**src/utf8_seg_pkg.sv**
```systemverilog
// ----------------------------------------------------------------------------
// utf8_seg_pkg
// Shared types, byte constants and helpers for the UTF-8 character segmenter.
// ----------------------------------------------------------------------------
package utf8_seg_pkg;

  // Width of the internal running character counter
  localparam int COUNT_WIDTH = 32;
  localparam logic [COUNT_WIDTH-1:0] COUNT_MAX = '1;

  // Lead byte ranges
  localparam logic [7:0] LEAD_MIN   = 8'hC2;
  localparam logic [7:0] LEAD_MAX   = 8'hF4;
  localparam logic [7:0] LEAD_3_MIN = 8'hE0;
  localparam logic [7:0] LEAD_4_MIN = 8'hF0;

  // Leads with tightened first-continuation bounds
  localparam logic [7:0] LEAD_E0 = 8'hE0;
  localparam logic [7:0] LEAD_ED = 8'hED;
  localparam logic [7:0] LEAD_F0 = 8'hF0;
  localparam logic [7:0] LEAD_F4 = 8'hF4;

  // Continuation bounds
  localparam logic [7:0] CONT_MIN    = 8'h80;
  localparam logic [7:0] CONT_MAX    = 8'hBF;
  localparam logic [7:0] E0_CONT_MIN = 8'hA0;
  localparam logic [7:0] ED_CONT_MAX = 8'h9F;
  localparam logic [7:0] F0_CONT_MIN = 8'h90;
  localparam logic [7:0] F4_CONT_MAX = 8'h8F;

  // Literal U+FFFD encoding: EF BF BD
  localparam logic [7:0] REPL_LEAD = 8'hEF;
  localparam logic [7:0] REPL_MID  = 8'hBF;
  localparam logic [7:0] REPL_LAST = 8'hBD;

  typedef struct packed {
    logic [7:0] data_byte;
    logic       end_of_text;
  } byte_item_t;

  typedef struct packed {
    logic [2:0]  char_length;
    logic        is_replacement;
    logic [31:0] running_count;
    logic        text_ended;
    logic        last_of_run;
  } char_item_t;

  // Results produced by one accepted byte (zero, one or two)
  typedef struct packed {
    logic       first_valid;
    logic       second_valid;
    char_item_t first;
    char_item_t second;
  } char_pair_t;

  // Total length of a sequence opened by a valid lead byte
  function automatic logic [2:0] seq_len(input logic [7:0] lead);
    if (lead >= LEAD_4_MIN) begin
      return 3'd4;
    end else if (lead >= LEAD_3_MIN) begin
      return 3'd3;
    end
    return 3'd2;
  endfunction

  // Saturating increment of the running counter
  function automatic logic [COUNT_WIDTH-1:0] count_inc(input logic [COUNT_WIDTH-1:0] c);
    return (c == COUNT_MAX) ? c : c + COUNT_WIDTH'(1);
  endfunction

  // Counter value shown in the 32-bit result field, clamped
  function automatic logic [31:0] count_field(input logic [COUNT_WIDTH-1:0] c);
    logic [63:0] wide;
    wide = 64'(c);
    return (wide > 64'hFFFF_FFFF) ? 32'hFFFF_FFFF : wide[31:0];
  endfunction

endpackage

```
**src/utf8_seg_core.sv**
```systemverilog
// ----------------------------------------------------------------------------
// utf8_seg_core
// Sequence state and decode: holds the open sequence and the running count,
// and turns each accepted byte into up to two finished characters.
// ----------------------------------------------------------------------------
module utf8_seg_core import utf8_seg_pkg::*; (
  input  logic       clk,
  input  logic       rst,
  input  logic       take,
  input  byte_item_t item,
  output char_pair_t results
);

  logic [7:0]             pending_lead, pending_lead_next;
  logic [1:0]             pending_bytes, pending_bytes_next;
  logic                   first_cont_was_bf, first_cont_was_bf_next;
  logic [COUNT_WIDTH-1:0] char_counter, char_counter_next;

  logic [7:0]             lo, hi;
  logic [2:0]             need, held_plus;
  logic                   pend, in_range, fresh, eot;
  logic                   a_valid, a_repl, b_valid, b_repl;
  logic [2:0]             a_len;
  logic [COUNT_WIDTH-1:0] count1, count2;

  assign eot       = item.end_of_text;
  assign pend      = (pending_bytes != 2'd0);
  assign need      = seq_len(pending_lead);
  assign held_plus = {1'b0, pending_bytes} + 3'd1;
  assign count1    = count_inc(char_counter);
  assign count2    = count_inc(count1);

  // Allowed window for the next continuation byte
  always_comb begin
    lo = CONT_MIN;
    hi = CONT_MAX;
    if (pending_bytes == 2'd1) begin
      unique case (pending_lead)
        LEAD_E0: lo = E0_CONT_MIN;
        LEAD_ED: hi = ED_CONT_MAX;
        LEAD_F0: lo = F0_CONT_MIN;
        LEAD_F4: hi = F4_CONT_MAX;
        default: ;
      endcase
    end
  end

  assign in_range = (item.data_byte >= lo) && (item.data_byte <= hi);

  // Decode: closing of the open sequence (a), then fresh handling (b)
  always_comb begin
    pending_lead_next      = pending_lead;
    pending_bytes_next     = pending_bytes;
    first_cont_was_bf_next = first_cont_was_bf;
    a_valid = 1'b0;
    a_len   = 3'd0;
    a_repl  = 1'b0;
    b_valid = 1'b0;
    b_repl  = 1'b0;
    fresh   = 1'b1;

    if (pend) begin
      if (in_range) begin
        fresh = 1'b0;
        if (pending_bytes == 2'd1) begin
          first_cont_was_bf_next = (item.data_byte == REPL_MID);
        end
        pending_bytes_next = held_plus[1:0];
        if (held_plus >= need) begin
          // sequence complete; EF BF BD counts as a replacement
          a_valid = 1'b1;
          a_len   = need;
          a_repl  = (pending_lead == REPL_LEAD) && first_cont_was_bf &&
                    (item.data_byte == REPL_LAST);
          pending_lead_next      = 8'd0;
          pending_bytes_next     = 2'd0;
          first_cont_was_bf_next = 1'b0;
        end else if (eot) begin
          // truncated at end of text
          a_valid = 1'b1;
          a_len   = held_plus;
          a_repl  = 1'b1;
          pending_lead_next      = 8'd0;
          pending_bytes_next     = 2'd0;
          first_cont_was_bf_next = 1'b0;
        end
      end else begin
        // breaking byte closes the open subpart
        a_valid = 1'b1;
        a_len   = {1'b0, pending_bytes};
        a_repl  = 1'b1;
        pending_lead_next      = 8'd0;
        pending_bytes_next     = 2'd0;
        first_cont_was_bf_next = 1'b0;
      end
    end

    if (fresh) begin
      if (!item.data_byte[7]) begin
        b_valid = 1'b1;
      end else if ((item.data_byte >= LEAD_MIN) && (item.data_byte <= LEAD_MAX)) begin
        pending_lead_next      = item.data_byte;
        pending_bytes_next     = 2'd1;
        first_cont_was_bf_next = 1'b0;
        if (eot) begin
          b_valid = 1'b1;
          b_repl  = 1'b1;
        end
      end else begin
        // stray continuation or never-valid byte
        b_valid = 1'b1;
        b_repl  = 1'b1;
      end
    end

    // end of text clears everything, counter included
    if (eot) begin
      pending_lead_next      = 8'd0;
      pending_bytes_next     = 2'd0;
      first_cont_was_bf_next = 1'b0;
      char_counter_next      = '0;
    end else if (a_valid && b_valid) begin
      char_counter_next = count2;
    end else if (a_valid || b_valid) begin
      char_counter_next = count1;
    end else begin
      char_counter_next = char_counter;
    end
  end

  // Pack results in order
  always_comb begin
    results = '0;
    results.first_valid  = a_valid || b_valid;
    results.second_valid = a_valid && b_valid;

    results.first.char_length    = a_valid ? a_len : 3'd1;
    results.first.is_replacement = a_valid ? a_repl : b_repl;
    results.first.running_count  = count_field(count1);
    results.first.last_of_run    = !(a_valid && b_valid);
    results.first.text_ended     = eot && !(a_valid && b_valid);

    results.second.char_length    = 3'd1;
    results.second.is_replacement = b_repl;
    results.second.running_count  = count_field(count2);
    results.second.last_of_run    = 1'b1;
    results.second.text_ended     = eot;
  end

  // State registers
  always_ff @(posedge clk) begin
    if (rst) begin
      pending_lead      <= 8'd0;
      pending_bytes     <= 2'd0;
      first_cont_was_bf <= 1'b0;
      char_counter      <= '0;
    end else if (take) begin
      pending_lead      <= pending_lead_next;
      pending_bytes     <= pending_bytes_next;
      first_cont_was_bf <= first_cont_was_bf_next;
      char_counter      <= char_counter_next;
    end
  end

endmodule

```
**src/utf8_seg_outbuf.sv**
```systemverilog
// ----------------------------------------------------------------------------
// utf8_seg_outbuf
// Result register plus one hold register for the second result of a byte.
// ----------------------------------------------------------------------------
module utf8_seg_outbuf import utf8_seg_pkg::*; (
  input  logic       clk,
  input  logic       rst,
  input  logic       take,
  input  char_pair_t results,
  output logic       can_take,
  output logic       char_valid,
  input  logic       char_ready,
  output char_item_t char_item
);

  logic       hold_valid;
  char_item_t hold_item;
  logic       out_free;

  assign out_free = !char_valid || char_ready;
  assign can_take = !hold_valid && out_free;

  // Valid flags
  always_ff @(posedge clk) begin
    if (rst) begin
      char_valid <= 1'b0;
      hold_valid <= 1'b0;
    end else if (hold_valid) begin
      if (out_free) begin
        char_valid <= 1'b1;
        hold_valid <= 1'b0;
      end
    end else if (take) begin
      char_valid <= results.first_valid;
      hold_valid <= results.second_valid;
    end else if (out_free) begin
      char_valid <= 1'b0;
    end
  end

  // Payload
  always_ff @(posedge clk) begin
    if (hold_valid) begin
      if (out_free) begin
        char_item <= hold_item;
      end
    end else if (take) begin
      char_item <= results.first;
      hold_item <= results.second;
    end
  end

endmodule

```
**src/utf8_lossy_char_segmenter_unit.sv**
```systemverilog
// ----------------------------------------------------------------------------
// utf8_lossy_char_segmenter_unit
// The first character of a byte appears in the cycle after the byte is taken.
// Throughput: 1 byte per cycle while results are not stalled; a byte that ends
// two characters blocks input until the second leaves the hold register.
// Reset clears the open sequence, the running count and both result slots.
// ----------------------------------------------------------------------------
module utf8_lossy_char_segmenter_unit import utf8_seg_pkg::*; (
  input  logic       clk,
  input  logic       rst,
  input  logic       byte_valid,
  output logic       byte_ready,
  input  byte_item_t byte_item,
  output logic       char_valid,
  input  logic       char_ready,
  output char_item_t char_item
);

  logic       take;
  char_pair_t results;

  assign take = byte_valid && byte_ready;

  utf8_seg_core u_core (
    .clk     (clk),
    .rst     (rst),
    .take    (take),
    .item    (byte_item),
    .results (results)
  );

  utf8_seg_outbuf u_outbuf (
    .clk        (clk),
    .rst        (rst),
    .take       (take),
    .results    (results),
    .can_take   (byte_ready),
    .char_valid (char_valid),
    .char_ready (char_ready),
    .char_item  (char_item)
  );

endmodule

```
**config.mk**
```make
export PLATFORM = sky130hd
export DESIGN_NAME = utf8_lossy_char_segmenter_unit
export DESIGN_NICKNAME = d
export VERILOG_FILES = /design/src/utf8_seg_pkg.sv /design/src/utf8_seg_core.sv /design/src/utf8_seg_outbuf.sv /design/src/utf8_lossy_char_segmenter_unit.sv
export SDC_FILE = /design/constraint.sdc
export NUM_CORES = 1
export LEC_CHECK = 0
export BUFFER_PORTS_ARGS = -buffer_cell sky130_fd_sc_hd__buf_2
export CAP_MARGIN = 20
export CELL_PAD_IN_SITES_DETAIL_PLACEMENT = 0
export CELL_PAD_IN_SITES_GLOBAL_PLACEMENT = 2
export CORE_ASPECT_RATIO = 1.2
export CORE_MARGIN = 2
export CORE_UTILIZATION = 25
export DETAILED_ROUTE_END_ITERATION = 12
export GPL_TIMING_DRIVEN = 0
export HOLD_SLACK_MARGIN = 0.08
export PLACE_DENSITY_LB_ADDON = 0.08
export SYNTH_ARGS = -nofsm -noshare
export SYNTH_HDL_FRONTEND = slang
export SYNTH_SLANG_ARGS = --single-unit
```
**constraint.sdc**
```tcl
create_clock -name clk -period 5.4 [get_ports clk]
set_clock_uncertainty 0.1 [all_clocks]
set_input_delay 0.54 -clock clk [delete_from_list [all_inputs] [get_ports clk]]
set_output_delay 0.54 -clock clk [all_outputs]
set_load 0.02 [all_outputs]
```
==> reports/metrics.csv <==
stage;metric;value;unit
floorplanning;io_pins;53;
floorplanning;die_h;188;um
layout;layout-drive-gt1-share;16.3;%
timing;hold_viol;0;
synthesis;synth.distinct_cells;70;
clock_tree;clk_root_buffer_cell;clkbuf_16;
power_and_ir_drop;power_density;287;nW/um^2
global_route;grt_pass1_vias;6068;
job;drv_cap;0;
clock_tree;clk_pin_slew;60;ps
synthesis;ys_seq_area_share;43.3;%
synthesis;avgSynthCellArea;9.54;um^2
timing;fmax;0.202;GHz
worst_setup_path;critPathMaxFanout;10;
global_route;overflow;0;
routing;first_iter_violations;358;
clock_tree;cts_num_sinks;117;
routing;wl_met1;10800;um
floorplanning;die-area;29600;um^2
layout;final_common_cell;nand2_1;
timing;worst_pin_slew;952;ps
synthesis;synthesis.area;7070;um^2
min_path;min_to;u_outbuf.hold_item[1];
routing;vias_per_cell;4.93;
min_path;worstHoldStart;byte_item[0];
worst_setup_path;path_class;register to register;
global_route;grt_pass1_wl;37000;um
timing;fin_crit;4960;ps
worst_setup_path;rrSetupSlack;440;ps
worst_setup_path;worst-endpoint-arrival;5040;ps
clock_tree;clk_latency;430;ps
timing;slew_viol_final;0;
status;status;finished clean;
routing;dr.pass1.iters;6;
synthesis;synth_cells;741;
floorplanning;die_x;157;um
routing;wire_per_inst;19.8;um
routing;dr_wl_met2;11700;um
layout;antenna_cells;0;
routing;ant_nets;0;
worst_setup_path;cp-end-kind;register;
power_and_ir_drop;power_leakage;2.95;nW
global_route;grt.total_usage;16.8;%
layout;nets;839;
place;portBuffers;51;
routing;dr_wl_met3;947;um
min_path;hold_class;input pin to register;
synthesis;synth_warnings;0;
clock_tree;htree_levels;4;
routing;top_layer;met4;
floorplanning;num_rows;67;
floorplanning;start_util;25.3;%
power_and_ir_drop;total_power;2.45;mW
worst_setup_path;reg2reg_from;u_core.char_counter[1];
layout;multi_input_area;3750;um^2
clock_tree;ctsLongestPathBuffers;2;
synthesis;synth.top_cell.area_share;30.6;%
synthesis;synth.top_cells.by_area;edfxtp_1 (31%), dfxtp_1 (13%), xnor2_1 (6.6%);
worst_setup_path;cp-start-kind;register;
power_and_ir_drop;vdd_drop_max;0.143;mV
synthesis;synth_top_flop_cell;edfxtp_1;
layout;nFillCells;2913;
synthesis;yosysTopAreaCell;edfxtp_1;
timing;rsz0062_at_grt;no;
synthesis;synth-edff-count;72;
timing;whs;283;ps
timing;relSlewSlack;36.5;%
place;dp_hpwl;17600;um
clock_tree;tritoncts;yes;
synthesis;synth_nets;766;
layout;stdcell_area;8560;um^2
min_path;min_path_cells;1;
routing;vias;5940;
global_route;grt_max_degree;22;
layout;syn_to_final_growth;21.1;%
floorplanning;core;27900;um^2
worst_setup_path;reg2reg_depth;12;
routing;drc;0;
timing;post-route-period-util;91.9;%
synthesis;async_flop_share;0;%
clock_tree;numCtsBuffers;17;
layout;regArea;3060;um^2
synthesis;ys_ff_latch;117;
worst_setup_path;reg2reg_to;u_outbuf.hold_item[21];
global_route;antenna_found_initial;0;
clock_tree;post_cts_buffers;0;
place;place_area;7860;um^2
layout;layout_common_cells;nand2_1 (78), edfxtp_1 (72), buf_2 (63);
routing;routed_wirelength;23900;um
timing;setup_violations;0;
worst_setup_path;required;5480;ps
place;place_congestion;0.830;
[kinds of logic after synthesis]
| kind of cell | count (synthesis) | share of synthesized area (%) |
|---|---|---|
| flip-flops | 117 | 43.3 |
| multiplexers | 31 | 4.60 |
| AND/OR/NAND/NOR | 305 | 23.9 |
| buffers and inverters | 71 | 4.12 |
| AO/OA/AOI/OAI | 125 | 11.9 |
| adder cells (fa/ha/maj) | 12 | 2.12 |
| XOR/XNOR | 80 | 10.0 |
[area by class of cell]
type                    count  area share [%]
inverters                  34            1.49
well taps                 379            5.54
repair buffers             54            3.68
clock inverters            10            2.37
plain buffers              37            1.94
multi-input cells         553            43.9
flip-flops and latches    117            35.8
clock buffers              22            5.31
[per-layer routing]
metal | track usage [%] | vias up
li1 | - | 2868
met1 | 22.0 | 2916
met2 | 28.5 | 136
met3 | 2.78 | 20
met4 | 4.83 | 0
met5 | 0 | -
[cell usage after synthesis (3+ instances only)]
cell and count:
nand2_1 78, edfxtp_1 72, xnor2_1 53, nor2_1 49, dfxtp_1 45, nand3_1 36
inv_1 34, o21ai_0 34, nor3_1 26, xor2_1 26, clkbuf_1 23, mux2i_1 19
nand4_1 19, a21oi_1 18, and3_1 13, ha_1 12, mux2_2 12, o21ai_1 12
buf_2 11, and2_1 10, nor4_1 10, or3_1 10, a22oi_1 7, and4_1 7
nand2b_1 7, a32o_1 6, o31ai_1 6, or4_1 6, a31oi_1 5, a21o_1 4
a22o_1 4, nor4b_1 4, a2111oi_0 3, a311oi_1 3, buf_4 3, nand3b_1 3
nand4_2 3, nor2b_1 3, nor3b_1 3, nor4_4 3, or2_2 3
[worst max-delay path by stage]
stage	from	end	slack, ps	cells past startpoint
3_3_place_gp	u_core.char_counter[1]	u_outbuf.hold_item[15]	-230	14
3_5_place_dp	u_core.char_counter[1]	u_outbuf.hold_item[15]	-250	14
4_1_cts	u_core.char_counter[1]	u_outbuf.hold_item[15]	80	14
2_1_floorplan	u_core.char_counter[1]	u_core.char_counter[20]	1490	11
6_report	u_core.char_counter[1]	u_outbuf.hold_item[21]	440	12
5_1_grt	u_core.char_counter[1]	u_outbuf.hold_item[21]	120	12
[power by group]
group / total, mW / leakage (nW) / internal (mW) / switching, mW
Clock: 1.30 / 0.320 / 0.875 / 0.429
Combinational: 0.156 / 1.55 / 0.0440 / 0.112
Sequential: 0.992 / 1.08 / 0.983 / 0.00935
[per-stage QoR]
stage	worst slack [ps]	util (%)	instances	TNS, ps
floorplan	1490	-	741	0
global placement	-227	27.9	1171	-2580
detailed placement	-249	28.2	1173	-2330
CTS	82.9	30.6	1205	0
global route	117	30.7	1206	0
finish	439	30.7	1206	0
[registers in the layout, indices dropped and copies added (netlist names)]
register / flops
u_outbuf.hold_valid: 1
u_outbuf.char_valid: 1
u_core.pending_bytes: 2
u_core.pending_lead: 8
u_core.char_counter: 32
u_core.first_cont_was_bf: 1
u_outbuf.hold_item: 34
u_outbuf.char_item: 38
[critical path: stages, from the launching register on]
cell and delay (ps):
dfxtp_1 460, ha_1 360, nand3_1 370, nor4_4 640, nand3_1 260, xnor2_2 420
or4b_4 560, nor4_4 330, nand3_2 350, and3_1 290, clkbuf_1 230, and2_1 220
xnor2_1 110
[what timing repair did]
| action | in CTS | in global routing |
|---|---|---|
| endpoints found under the setup margin | 25 | 25 |
| resized for setup | 3 | 5 |
| hold buffers | 0 | 0 |
Note: power is estimated with default switching activity, not from simulation.
